`config.mk`:
```
export PLATFORM = sky130hd
export DESIGN_NAME = modular_exponentiation
export DESIGN_NICKNAME = d
export VERILOG_FILES = /design/src/rtl/modexp_pkg.sv /design/src/rtl/modular_exponentiation.sv
export SDC_FILE = /design/constraint.sdc
export NUM_CORES = 1
export LEC_CHECK = 0
export BUFFER_PORTS_ARGS = -buffer_cell sky130_fd_sc_hd__buf_2
export CAP_MARGIN = 15
export CORE_MARGIN = 5
export CORE_UTILIZATION = 35
export CTS_CLUSTER_DIAMETER = 200
export CTS_CLUSTER_SIZE = 30
export DETAILED_ROUTE_END_ITERATION = 12
export SYNTH_ARGS = -nofsm -noshare
export SYNTH_HDL_FRONTEND = slang
export SYNTH_SLANG_ARGS = --single-unit
```
`constraint.sdc`:
```
create_clock -name clk -period 14.4 [get_ports clk]
set_clock_uncertainty 0.1 [all_clocks]
set_input_delay 2.88 -clock clk [delete_from_list [all_inputs] [get_ports clk]]
set_output_delay 2.88 -clock clk [all_outputs]
set_load 0.005 [all_outputs]
```
`src/rtl/modexp_pkg.sv`:
```
// ----------------------------------------------------------------------------
// modexp_pkg
// Shared constants for the modular exponentiation block: fixed field widths
// and the modulus value after reset.
// ----------------------------------------------------------------------------
package modexp_pkg;

  // fixed widths of the base and exponent fields
  localparam int BASE_W = 32;
  localparam int EXP_W  = 32;

  // step counter must hold the longest multiplier scan
  localparam int CNT_W = $clog2(BASE_W + 1);

  // modulus after reset
  localparam int unsigned MOD_RESET = 997;

endpackage

```
`src/rtl/modular_exponentiation.sv`:
```
// ----------------------------------------------------------------------------
// modular_exponentiation
// Computes base ** exponent mod modulus by right-to-left square-and-multiply
// on one shared bit-serial modular multiplier.
// ----------------------------------------------------------------------------
// One item is in flight at a time; in_stall stays high from the transfer of an
// item until its result has been loaded into the output register. All work
// runs through a single bit-serial modular multiplier that retires one
// multiplier bit per cycle. The base is first reduced by multiplying one by
// the base. Each exponent bit up to the highest set one then takes a square,
// plus a multiply when the bit is set (the square after the highest set bit
// is skipped); the sequencer then ends the scan and loads the result. A zero
// exponent, or a modulus of zero, skips the multiplier and goes straight to
// the result load. A held output register adds its stall cycles before the
// result loads.
// The modulus register may be written only while the block is idle.
// ----------------------------------------------------------------------------
module modular_exponentiation #(
  parameter int MOD_BITS = 31,
  parameter int EXP_BITS = 32
) (
  input  logic                       clk,
  input  logic                       rst,
  // modulus register write
  input  logic                       modulus_wr_en,
  input  logic [MOD_BITS-1:0]        modulus_wr_data,
  // input channel
  input  logic                       in_valid,
  output logic                       in_stall,
  input  logic [modexp_pkg::BASE_W-1:0] base,
  input  logic [modexp_pkg::EXP_W-1:0]  exponent,
  // output channel
  output logic                       out_valid,
  input  logic                       out_stall,
  output logic [MOD_BITS-1:0]        result
);

  import modexp_pkg::*;

  // exponent bits that take part
  localparam int EU = (EXP_BITS < EXP_W) ? EXP_BITS : EXP_W;
  // width of the shifted partial sum, below three times the modulus
  localparam int SW = MOD_BITS + 2;
  localparam int PAD = BASE_W - MOD_BITS;

  typedef enum logic [2:0] {
    S_IDLE,
    S_RED,
    S_NEXT,
    S_MUL,
    S_SQR,
    S_FIN
  } state_t;

  state_t               state;
  logic [MOD_BITS-1:0]  modulus;
  logic [MOD_BITS-1:0]  acc;
  logic [MOD_BITS-1:0]  bval;
  logic [EU-1:0]        e_rem;
  logic                 mul_done;
  logic [MOD_BITS-1:0]  prod;
  logic [MOD_BITS-1:0]  mcand;
  logic [BASE_W-1:0]    mplier;
  logic [CNT_W-1:0]     cnt;

  logic [MOD_BITS-1:0]  prod_next;
  logic [SW-1:0]        sum;
  logic [SW-1:0]        diff1;
  logic [SW-1:0]        diff2;
  logic [SW-1:0]        m1;
  logic [SW-1:0]        m2;
  logic [EU-1:0]        e_in;
  logic                 in_xfer;
  logic                 out_free;
  logic                 unit_busy;
  logic                 unit_last;

  // modulus register
  always_ff @(posedge clk) begin
    if (rst) begin
      modulus <= MOD_BITS'(MOD_RESET);
    end else if (modulus_wr_en) begin
      modulus <= modulus_wr_data;
    end
  end

  // handshake helpers
  assign in_stall  = (state != S_IDLE);
  assign in_xfer   = in_valid && !in_stall;
  assign out_free  = !out_valid || !out_stall;
  assign e_in      = exponent[EU-1:0];
  assign unit_busy = (state == S_RED) || (state == S_MUL) || (state == S_SQR);
  assign unit_last = unit_busy && (cnt == CNT_W'(1));

  // one step of the serial modular multiplier: 2r + a, then reduce
  assign m1    = SW'(modulus);
  assign m2    = {1'b0, modulus, 1'b0};
  assign sum   = {1'b0, prod, 1'b0} + (mplier[BASE_W-1] ? SW'(mcand) : SW'(0));
  assign diff1 = sum - m1;
  assign diff2 = sum - m2;

  always_comb begin
    if (sum >= m2) begin
      prod_next = diff2[MOD_BITS-1:0];
    end else if (sum >= m1) begin
      prod_next = diff1[MOD_BITS-1:0];
    end else begin
      prod_next = sum[MOD_BITS-1:0];
    end
  end

  // sequencer, multiplier registers and output register
  always_ff @(posedge clk) begin
    if (rst) begin
      state     <= S_IDLE;
      out_valid <= 1'b0;
      mul_done  <= 1'b0;
      cnt       <= '0;
    end else begin
      // output register: load a finished result, else drain
      if (state == S_FIN && out_free) begin
        out_valid <= 1'b1;
      end else if (out_valid && !out_stall) begin
        out_valid <= 1'b0;
      end

      // shared unit advances one multiplier bit
      if (unit_busy) begin
        prod   <= prod_next;
        mplier <= {mplier[BASE_W-2:0], 1'b0};
        cnt    <= cnt - CNT_W'(1);
      end

      case (state)
        S_IDLE: begin
          if (in_xfer) begin
            e_rem    <= e_in;
            mul_done <= 1'b0;
            if (e_in == '0) begin
              acc   <= MOD_BITS'(1);
              state <= S_FIN;
            end else if (modulus == '0) begin
              acc   <= '0;
              state <= S_FIN;
            end else begin
              // reduce the base: multiply 1 by the base
              acc    <= MOD_BITS'(1);
              prod   <= '0;
              mcand  <= MOD_BITS'(1);
              mplier <= base;
              cnt    <= CNT_W'(BASE_W);
              state  <= S_RED;
            end
          end
        end
        S_RED: begin
          if (unit_last) begin
            bval  <= prod_next;
            state <= S_NEXT;
          end
        end
        S_NEXT: begin
          // pick the next operation from the exponent bits left
          prod  <= '0;
          mcand <= bval;
          cnt   <= CNT_W'(MOD_BITS);
          if (e_rem == '0) begin
            state <= S_FIN;
          end else if (e_rem[0] && !mul_done) begin
            mplier <= {acc, PAD'(0)};
            state  <= S_MUL;
          end else if ((e_rem >> 1) == '0) begin
            state <= S_FIN;
          end else begin
            mplier <= {bval, PAD'(0)};
            state  <= S_SQR;
          end
        end
        S_MUL: begin
          if (unit_last) begin
            acc      <= prod_next;
            mul_done <= 1'b1;
            state    <= S_NEXT;
          end
        end
        S_SQR: begin
          if (unit_last) begin
            bval     <= prod_next;
            e_rem    <= e_rem >> 1;
            mul_done <= 1'b0;
            state    <= S_NEXT;
          end
        end
        S_FIN: begin
          if (out_free) begin
            result <= acc;
            state  <= S_IDLE;
          end
        end
        default: begin
          state <= S_IDLE;
        end
      endcase
    end
  end

  // partial product stays reduced while the unit runs
  a_prod_reduced: assert property (@(posedge clk) disable iff (rst)
    unit_busy |-> (prod < modulus))
    else $error("partial product not below modulus");

  // the reduced base feeds every multiply and square
  a_base_reduced: assert property (@(posedge clk) disable iff (rst)
    (state == S_MUL || state == S_SQR) |-> (bval < modulus))
    else $error("base operand not reduced");

  // the step counter never runs out while the unit is busy
  a_cnt_live: assert property (@(posedge clk) disable iff (rst)
    unit_busy |-> (cnt != '0))
    else $error("multiplier step counter empty while busy");

  // a zero exponent goes straight to the result with value one
  a_zero_exp: assert property (@(posedge clk) disable iff (rst)
    (in_xfer && e_in == '0) |=> (state == S_FIN && acc == MOD_BITS'(1)))
    else $error("zero exponent not answered with one");

  // a finished result waits while the output register is held
  a_fin_hold: assert property (@(posedge clk) disable iff (rst)
    (state == S_FIN && out_valid && out_stall) |=> (state == S_FIN))
    else $error("result lost while output stalled");

endmodule

```
## Yosys cells after proc, flatten, opt, wreduce, memory -nomap -nowiden

Index checks and enable logic that the tools add are counted.

| operators by class | value |
|---|---|
| multipliers | 0 |
| shift operators | 0 |
| add/subtract/negate cells | 4 |
| muxes and demuxes | 48 |
| reductions and logical operators | 32 |
| div/mod/pow operators | 0 |
| bitwise logic cells | 1 |
| equality and inequality tests | 13 |
| magnitude comparators | 2 |

Operator list:

| cell | count |
|---|---|
| 31-bit two-way mux | 12 |
| 32-bit two-way mux | 9 |
| 31-bit case mux with 2 select lines | 3 |
| 32-bit case mux with 2 select lines | 2 |
| 32-bit zero test | 3 |
| 31-bit subtractor | 2 |
| 32-bit by 31-bit adder with 33-bit output | 1 |
| 33-bit by 31-bit >= comparator with 1-bit output | 1 |
| 33-bit by 32-bit >= comparator with 1-bit output | 1 |
| 31-bit zero test | 1 |
| 6-bit two-way mux | 4 |
| 3-bit two-way mux | 7 |
| 2-bit != test, second input constant | 6 |
| 3-bit case mux with 4 select lines | 1 |
| 6-bit case mux with 2 select lines | 1 |
| 4-bit AND reduction | 3 |
| 3-bit AND reduction | 3 |
| 1-bit two-way mux | 8 |
| 2-bit nonzero test | 4 |
| 3-bit by 2-bit == test with 1-bit output, second input constant | 2 |
| 3-bit == test, second input constant | 2 |
| 6-bit by 1-bit == test with 1-bit output, second input constant | 1 |
| 3-bit nonzero test | 2 |
| 6-bit by 1-bit subtractor with 6-bit output, second input constant | 1 |
| other kinds (11) | 20 |

| storage, ports and cells | value |
|---|---|
| bits in read-only memories | 0 |
| RAM bits | 0 |
| word-level logic and storage cells | 112 |
| bits of input ports | 100 |
| bits in registers | 261 |
| latch bits | 0 |
| memories | 0 |

## Logic depth before layout (Yosys ltp)

Gate-level depths: netlist of run 1.

| depth | value |
|---|---|
| depth in word-level cells | 10 |
| gate-level depth with buffers | 26 |
| depth with buffers taken out | 21 |

## Worst setup path before layout of run 1

No wires, ideal clock.

| timing | value |
|---|---|
| kind | input-to-reg |
| start point | input rst |
| end point | register e_rem[0], enable pin |
| setup time | 502 ps |
| path buffers | 2 |
| arrival time | 6333 ps |
| stages | 3 |
| slack | 7465 ps |
| cells stage by stage | clkbuf_1 clkbuf_1 nor4_1 |

| between the ends | value |
|---|---|
| longest elaborated chain between the ends | 2 |

RTL lines:

| what | line | RTL |
|---|---|---|
| from (decl) | modular_exponentiation.sv:23 | `input logic rst,` |
| 1-bit inverter (no source line) | -- |  |
| 4-bit AND reduction (no source line) | -- |  |
| to (signal assigned) | modular_exponentiation.sv:137 | `e_rem <= e_in;` |
| to (signal assigned) | modular_exponentiation.sv:189 | `e_rem <= e_rem >> 1;` |
| to (decl) | modular_exponentiation.sv:59 | `logic [EU-1:0] e_rem;` |

No other way between the ends.
A chain may end at the register's enable or synchronous reset.

## Worst setup path after layout of run 1

| timing | value |
|---|---|
| start point | register mplier[31] |
| end point | register acc[19] (data pin) |

| between the ends | value |
|---|---|
| longest elaborated chain between the ends | 7 |
| elaborated cells between the ends (all ways) | 10 |

RTL lines:

| what | line | RTL |
|---|---|---|
| from (decl) | modular_exponentiation.sv:63 | `logic [BASE_W-1:0] mplier;` |
| from (signal assigned) | modular_exponentiation.sv:130 | `mplier <= {mplier[BASE_W-2:0], 1'b0};` |
| from (signal assigned) | modular_exponentiation.sv:150 | `mplier <= base;` |
| from (signal assigned) | modular_exponentiation.sv:170 | `mplier <= {acc, PAD'(0)};` |
| 31-bit two-way mux * | modular_exponentiation.sv:98 | `assign sum = {1'b0, prod, 1'b0} + (mplier[BASE_W-1] ? SW'(mcand) : SW'(0));` |
| 32-bit by 31-bit adder with 33-bit output * | modular_exponentiation.sv:98 |  |
| 31-bit subtractor / 33-bit by 31-bit >= comparator with 1-bit output (equally long branches) | modular_exponentiation.sv:99, modular_exponentiation.sv:105 |  |
| 31-bit two-way mux | modular_exponentiation.sv:105 | `end else if (sum >= m1) begin` |
| 31-bit two-way mux * | modular_exponentiation.sv:103 | `if (sum >= m2) begin` |
| 31-bit two-way mux * | modular_exponentiation.sv:180 | `if (unit_last) begin` |
| 31-bit case mux with 2 select lines * | modular_exponentiation.sv:134 | `case (state)` |
| to (signal assigned) | modular_exponentiation.sv:181 | `acc <= prod_next;` |
| to (decl) | modular_exponentiation.sv:57 | `logic [MOD_BITS-1:0] acc;` |

Mark *: on every way between the ends. The rest lies on a longest branch, timed or not. The select of a mux whose other input is x is not followed.

==> results of run 1 <==
power groups by stage:
stage,Sequential (W),Combinational (W),Clock (W)
2_1_floorplan,0.000991,0.00171,0
3_3_place_gp,0.00102,0.00238,0
3_5_place_dp,0.00101,0.00239,0
4_1_cts,0.000998,0.00240,0.000455
5_1_grt,0.00101,0.00267,0.000476
6_report,0.00100,0.00246,0.000444
per-layer routing:
metal,wire length (um),part of all wire,up-vias
met4,1106,0.020,2
met2,23300,0.42,518
met1,27200,0.48,7079
met3,4468,0.080,57
li1,-,-,7137
met5,13,0.00023,-
sequential cells by signal, summed over array words and instances (netlist names), 3 cells and up:
signal and cells:
prod 31, modulus 31, cnt 6, e_rem 32, mplier 32, mcand 31
state 3, acc 31, bval 31, result 31
worst min-delay path by stage:
stage / cells past startpoint / start / to / slack (ps)
floorplan: 0 / acc[17]$_SDFFCE_PN0P_ / result[17]$_DFFE_PP_ / 330
global placement: 0 / acc[26]$_SDFFCE_PN0P_ / result[26]$_DFFE_PP_ / 340
detailed placement: 0 / acc[29]$_SDFFCE_PN0P_ / result[29]$_DFFE_PP_ / 350
CTS: 0 / acc[18]$_SDFFCE_PN0P_ / result[18]$_DFFE_PP_ / 360
global route: 0 / acc[18]$_SDFFCE_PN0P_ / result[18]$_DFFE_PP_ / 370
finish: 0 / acc[18]$_SDFFCE_PN0P_ / result[18]$_DFFE_PP_ / 370
layout by cell type (no fill, tap or decap), drive strengths merged, types with 7 or more instances in the layout:
cell type / n
nand2: 125
mux2i: 81
a31oi: 17
nand3: 63
o21bai: 11
a211oi: 57
o31ai: 20
edfxtp: 219
nand2b: 18
nor4: 34
buf: 151
o21a: 22
nor2: 183
a2111oi: 8
mux2: 33
nand4: 17
a21o: 30
o211ai: 22
or3: 19
and2: 32
inv: 65
a32oi: 7
and3: 51
nor3: 29
xor2: 22
nor2b: 12
o21ai: 111
a21oi: 192
clkbuf: 18
dfxtp: 42
ha: 94
xnor2: 47
cells by family (layout without fill, tap and decap cells):
family	after synthesis	in the layout
compound gates	558	558
xor+xnor	69	69
fa+ha+maj	97	97
buf+inv	165	235
flops	261	261
mux	114	114
simple gates	605	605
stage by stage:
stage	cells	area [um^2]
after floorplan	1869	17700
after global placement	2592	18990
after detailed placement	2592	18990
after CTS	2610	19380
after global routing	2611	19390
final	2611	19390
layout make-up:
| cell class | count | area, um^2 | share of cell area |
|---|---|---|---|
| Clock buffer | 17 | 361.6 | 0.01865 |
| Clock inverter | 1 | 30.03 | 0.001548 |
| Inverter | 65 | 244.0 | 0.01258 |
| Multi-Input combinational cell | 1443 | 9688 | 0.4996 |
| Sequential cell | 261 | 7417 | 0.3825 |
| Tap cell | 672 | 840.8 | 0.04336 |
| Timing Repair Buffer | 152 | 810.8 | 0.04181 |
synth_stat cells (11+ instances only):
cell      number  share of area
a211oi_1      49          0.021
a21o_1        30          0.013
a21oi_1      189          0.053
a31oi_1       16         0.0057
and2_1        31          0.011
and3_1        51          0.018
buf_2         17         0.0048
clkbuf_1      74          0.016
dfxtp_1       42          0.048
edfxtp_1     219           0.37
ha_1          94          0.066
inv_1         64          0.014
mux2_2        33          0.021
mux2i_1       81          0.046
nand2_1      124          0.026
nand2b_1      18         0.0064
nand3_1       63          0.018
nand4_1       16         0.0057
nor2_1       179          0.038
nor2b_1       12         0.0042
nor3_1        28         0.0079
nor4_1        34          0.012
o211ai_1      20         0.0085
o21a_1        22         0.0093
o21ai_0      102          0.029
o21bai_1      11         0.0047
o31ai_1       18         0.0076
or3_1         18         0.0064
xnor2_1       47          0.023
xor2_1        22          0.011
==> results.md, run 1 <==
- Longest Clk Path Bufs: 3
- Post-synth cell types: 90
- Crit-path max cell delay: 1060 ps
- Layout area overhead: 9.557%
- Average routed wire per standard cell: 21.48 um
- Switching pwr: 0.001931 W
- RSZ-0062 raised after global routing: false
- # diodes: 0
- Top_reg_cell synth: edfxtp_1
- Post-Synth Simple-Gate Area: 0.1680
- Synth Area per Inst: 9.471 um^2
- Pre-CTS setup slack: 7106 ps
- Syn_nets: 2066
- Final core occ: 0.3873
- Clock Power Share: 0.114
- Req. time, crit path: 14530 ps
- Post-synthesis compound-gate area fraction: 0.2042
- Critical Path Stages: 20
- Max_slew headroom: 0.2816
- R2R Setup Slk: 6960 ps
- Worst skew pair latency: 520 ps
- Register area share after synthesis: 0.4190
- Outcome: finished clean
- Setup crit end: acc[19]$_SDFFCE_PN0P_
- Die width: 234.9 um
- Period minus WS final: 7436 ps
- Crit path cell chain: nand2_1 > inv_1 > ha_1 > a211oi_1 > nor2_1 > a21o_1 > o21ba_2 > a21o_1 > nor3b_1 > nor4_1 > ha_1 > a21oi_1 > o21bai_1 > a21oi_1 > o21ai_0 > nor3_1 > o21a_1 > nand2_2 > mux2i_1 > a211oi_1
- Post-Synth XOR/XNOR Area: 0.03414
- DRT Wirelength: 56080 um
- Adder-Cell Fraction of Synth Area: 0.06984
- Final Hold Fails: 0
- R2r startpoint: mplier[31]$_DFFE_PN_
- RR Endpoint: acc[19]$_SDFFCE_PN0P_
- Int Pwr: 0.001973 W
- Fillers: 5106
- Max Cap Viol: 0
- Achievable clock frequency: 0.1345 GHz
- CTS clk-pin slew, worst paths: 120 ps
- Top Ports: 133
- # DRC: 0
- Final net count: 2132
- Root buffer cell: clkbuf_16
- Cts repair resizes: 0
- Crit Path Category: reg -> reg
- Vias in the first global route: 14150
- Mux contribution to synthesized area: 0.06680
- First-pass GRT wire length: 85840 um
- Vias: 14790
- Main combinational cell family by area after synthesis: compound AO/OA/AOI/OAI gates
- Ratio of cells with drive above 1 in the final layout: 0.1320
- Power Density: 201.3 nW/um^2
- Setup crit start: mplier[31]$_DFFE_PN_
- Reg power frac: 0.256
- Initial antenna violation count: 1
- All-Layer GR Usage: 0.1937
- Max-slew violation count: 0
- Final setup vio count: 0
- FP Rows: 82
- Htree depth: 1
- Met1 Track Usage GR: 0.2998
- Switching portion of total power: 0.4946
- Power Total: 0.003904 W
- Final setup margin: 6964 ps
- Hold buffer count at cts: 0
- Post-synth EDFFs: 219
- DR iter-0 viols: 1360
- Period utilisation layout: 0.5164
- Combinational share of power: 0.630
- Netlist Area Pre-Place: 17700 um^2
- Initial Util: 0.3535
- IO buf count: 132
- Cells after Synth: 1869
- Full die area: 55170 um^2
- Worst Max-Slew Pin Slew: 1078 ps
- GP Congestion: 0.9312
- Synthesized flop and latch total: 261
- Hold Slack: 367.4 ps
- CP Buf/Inv Count: 1
- Synth warnings: 0
- Sum Neg Setup Slack: 0 ps
- Vias per cell: 5.666
- Critical path capture point type: register
- VDD IR max: 0.0001089 V
- Post CTS Setup Buffer Count: 0
- First-pass iteration count of the detailed router: 6
- Worst R2R Path Depth: 20
- Worst min path class: reg -> reg
- Slowest CP cell: edfxtp_1
- GRT busiest layer: met1
- Num CTS Buffers: 12
- Largest net degree at the start of global routing: 66
- LEAKAGE: 7.433 nW
- CP arrival: 7570 ps
- Final ANT Viol Nets: 0
- TritonCTS clock tree: yes
- Total grt overflow: 0
- Chip Height: 234.9 um
- Post-DP HPWL: 42960 um
- Area of the core: 50070 um^2
- Sink Count: 261
- Met2 Resource Use GR: 0.2821
- Startpoint Class: register
- Synth async-reset ratio: 0
- Crit-path max FO: 33
- Top Family by Delay on Critical Path: compound AO/OA/AOI/OAI gates
- Grt met3 use: 0.03494
No activity file was read; power rests on OpenSTA's default activity.
==> run 2: changes to the inputs <==
- clock period: 14.4 -> 6.8 ns (I/O delays scaled with it)
==> run 2 against run 1 <==
Net effect: via count rose by 3.3%; die area stayed put; power rose by 120%; first-iteration DRC count up 24%; count of clock-buffer cells in the layout up 2; critical path depth is 2 higher; clock power increased by 100%; design area rose by 1.3%; utilization grew 0.51 points; sequential share of layout area fell by 0.50 points; routed wire length rose by 1.4%; critical path type unchanged.
==> results.md, run 2 (synthesis results as in run 1) <==
- Most Frequent Cell on Critical Path: a21oi_1
- Design area: 19650 um^2 (was 19390 um^2)
- Post-DP HPWL: 43480 um (was 42960 um)
- Hold buffer count at cts: 0 (unchanged)
- FP Rows: 82 (unchanged)
- Final setup vio count: 0 (unchanged)
- Final Hold Fails: 0 (unchanged)
- Commonest non-fill, non-tap cells in the layout: edfxtp_1, a21oi_1, nor2_1 (unchanged)
- Vias per cell: 5.771 (was 5.666)
- Achievable clock frequency: 0.1531 GHz (was 0.1345 GHz)
- RSZ-0062 raised after global routing: false (unchanged)
- Final ANT Viol Nets: 0 (unchanged)
- CP arrival: 6670 ps (was 7570 ps)
- Die width: 234.9 um (unchanged)
- Power Total: 0.008457 W (was 0.003904 W)
- Period minus WS final: 6532 ps (was 7436 ps)
- GP Congestion: 0.9482 (was 0.9312)
- Area of the core: 50070 um^2 (unchanged)
- Initial Util: 0.3535 (unchanged)
- Crit Path Category: reg -> reg (unchanged)
- Sum Neg Setup Slack: 0 ps (unchanged)
- Largest net degree at the start of global routing: 60 (was 66)
- Pre-CTS setup slack: 487.9 ps (was 7106 ps)
- CTS clk-pin slew, worst paths: 120 ps (about the same)
- LEAKAGE: 7.586 nW (was 7.433 nW)
- Crit-path max cell delay: 650 ps (was 1060 ps)
- Req. time, crit path: 6930 ps (was 14530 ps)
- Ratio of cells with drive above 1 in the final layout: 0.1459 (was 0.1320)
- Layout area overhead: 11.01% (was 9.557%)
- Vias in the first global route: 14410 (was 14150)
- Htree depth: 1 (unchanged)
- # DRC: 0 (unchanged)
- TritonCTS clock tree: yes (unchanged)
- Num CTS Buffers: 12 (unchanged)
- Sink Count: 261 (unchanged)
- Crit path cell chain: buf_4 > and2_1 > ha_1 > a21oi_1 > o21ai_1 > or3_1 > o21ba_2 > a21o_1 > nor3b_1 > nor4_1 > buf_4 > ha_1 > a21oi_1 > o21bai_1 > a21oi_1 > o21ai_0 > nor3_1 > o21a_1 > nand2_2 > buf_12 > mux2i_1 > a211oi_1 (was nand2_1 > inv_1 > ha_1 > a211oi_1 > nor2_1 > a21o_1 > o21ba_2 > a21o_1 > nor3b_1 > nor4_1 > ha_1 > a21oi_1 > o21bai_1 > a21oi_1 > o21ai_0 > nor3_1 > o21a_1 > nand2_2 > mux2i_1 > a211oi_1)
- Total grt overflow: 0 (unchanged)
- Post CTS Setup Buffer Count: 0 (unchanged)
- Outcome: finished clean (unchanged)
- Slowest CP cell: edfxtp_1 (unchanged)
- All-Layer GR Usage: 0.1959 (was 0.1937)
- Chip Height: 234.9 um (unchanged)
- Full die area: 55170 um^2 (unchanged)
- First-pass GRT wire length: 87180 um (was 85840 um)
- Final net count: 2165 (was 2132)
- Top flop regs: e_rem x32, mplier x32 (unchanged)
- Max Cap Viol: 0 (unchanged)
- Power Density: 430.4 nW/um^2 (was 201.3 nW/um^2)
- Average routed wire per standard cell: 21.48 um (about the same)
- Critical path capture point type: register (unchanged)
- Crit-path max FO: 22 (was 33)
- Startpoint Class: register (unchanged)
- Met1 Wirelength: 27420 um (was 27200 um)
- Worst skew pair latency: 520 ps (about the same)
- Final setup margin: 267.8 ps (was 6964 ps)
- Vias: 15280 (was 14790)
- IO buf count: 132 (unchanged)
- First-pass iteration count of the detailed router: 6 (unchanged)
- Worst min path class: reg -> reg (unchanged)
- Max-slew violation count: 0 (unchanged)
- Cell Area, Placed: 19270 um^2 (was 18990 um^2)
- DRT Wirelength: 56890 um (was 56080 um)
- Initial antenna violation count: 2 (was 1)
- DR iter-0 viols: 1688 (was 1360)
- Max_slew headroom: 0.2345 (was 0.2816)
- Top Ports: 133 (unchanged)
- Root buffer cell: clkbuf_16 (unchanged)
- WL met3: 4396 um (was 4468 um)
- Commonest non-fill, non-tap cell in the layout: edfxtp_1 (unchanged)
- Worst Max-Slew Pin Slew: 1146 ps (was 1078 ps)
- Longest Clk Path Bufs: 3 (unchanged)
- Met2 routed WL: 23890 um (was 23300 um)
- Highest routed layer: met4 (was met5)
- Period utilisation layout: 0.9606 (was 0.5164)
- VDD IR max: 0.0002061 V (was 0.0001089 V)
[run 2: changes by cell type in the layout (fill, tap and decap cells not counted), sizes merged]
cell / change
diode: +2
inv: +1
bufinv: -1
clkbuf: +1
buf: +34
[run 2: cell type report]
cell class,instances,area (um^2)
fillers,5058,30420
flip-flops and latches,261,7417
clock buffers,19,347.8
diodes,2,5.005
multi-input cells,1443,9687
clock inverters,1,11.26
inverters,65,244.0
well taps,672,840.8
repair buffers,185,1096
[run 2: critical path, delay by kind of cell (launching register included)]
family                   cells  cell delay [ps]
AO/OA/AOI/OAI               10             2120
adder cells (fa/ha/maj)      2              660
buffers and inverters        3              650
flip-flops                   1              650
multiplexers                 1              520
AND/OR/NAND/NOR              6             1520
[run 2: where the power goes]
group | total [W] | internal, W | switching (W)
Clock | 0.000900 | 0.000365 | 0.000535
Combinational | 0.00544 | 0.00190 | 0.00354
Sequential | 0.00211 | 0.00201 | 0.000101
[run 2: path summary, 6_finish.rpt]
check	start	endpoint	slack, ps	depth (start not counted)
max	mplier[31]$_DFFE_PN_	acc[10]$_SDFFCE_PN0P_	270	22
min	acc[19]$_SDFFCE_PN0P_	result[19]$_DFFE_PP_	360	0
max reg2reg	mplier[31]$_DFFE_PN_	acc[10]$_SDFFCE_PN0P_	270	22
min reg2reg	acc[19]$_SDFFCE_PN0P_	result[19]$_DFFE_PP_	360	0
[run 2: through the flow]
step | cells | hold WS (ps) | utilization
3_5_place_dp | 2624 | 338.6 | 0.3848
5_1_grt | 2648 | 376.4 | 0.3924
4_1_cts | 2644 | 367.0 | 0.3920
6_report | 2648 | 364.3 | 0.3924
2_1_floorplan | 1869 | 326.2 | -
3_3_place_gp | 2624 | 338.8 | 0.3848
[run 2: per-layer routing]
| metal | GRT usage | vias up |
|---|---|---|
| met4 | 0.04813 | 0 |
| met5 | 0 | - |
| met2 | 0.2859 | 614 |
| li1 | - | 7221 |
| met1 | 0.3029 | 7384 |
| met3 | 0.03014 | 62 |
[run 2: repair_timing]
action	CTS	global route
endpoints found under the setup margin	0	2
hold endpoints to repair	0	0
gates resized for setup	0	2
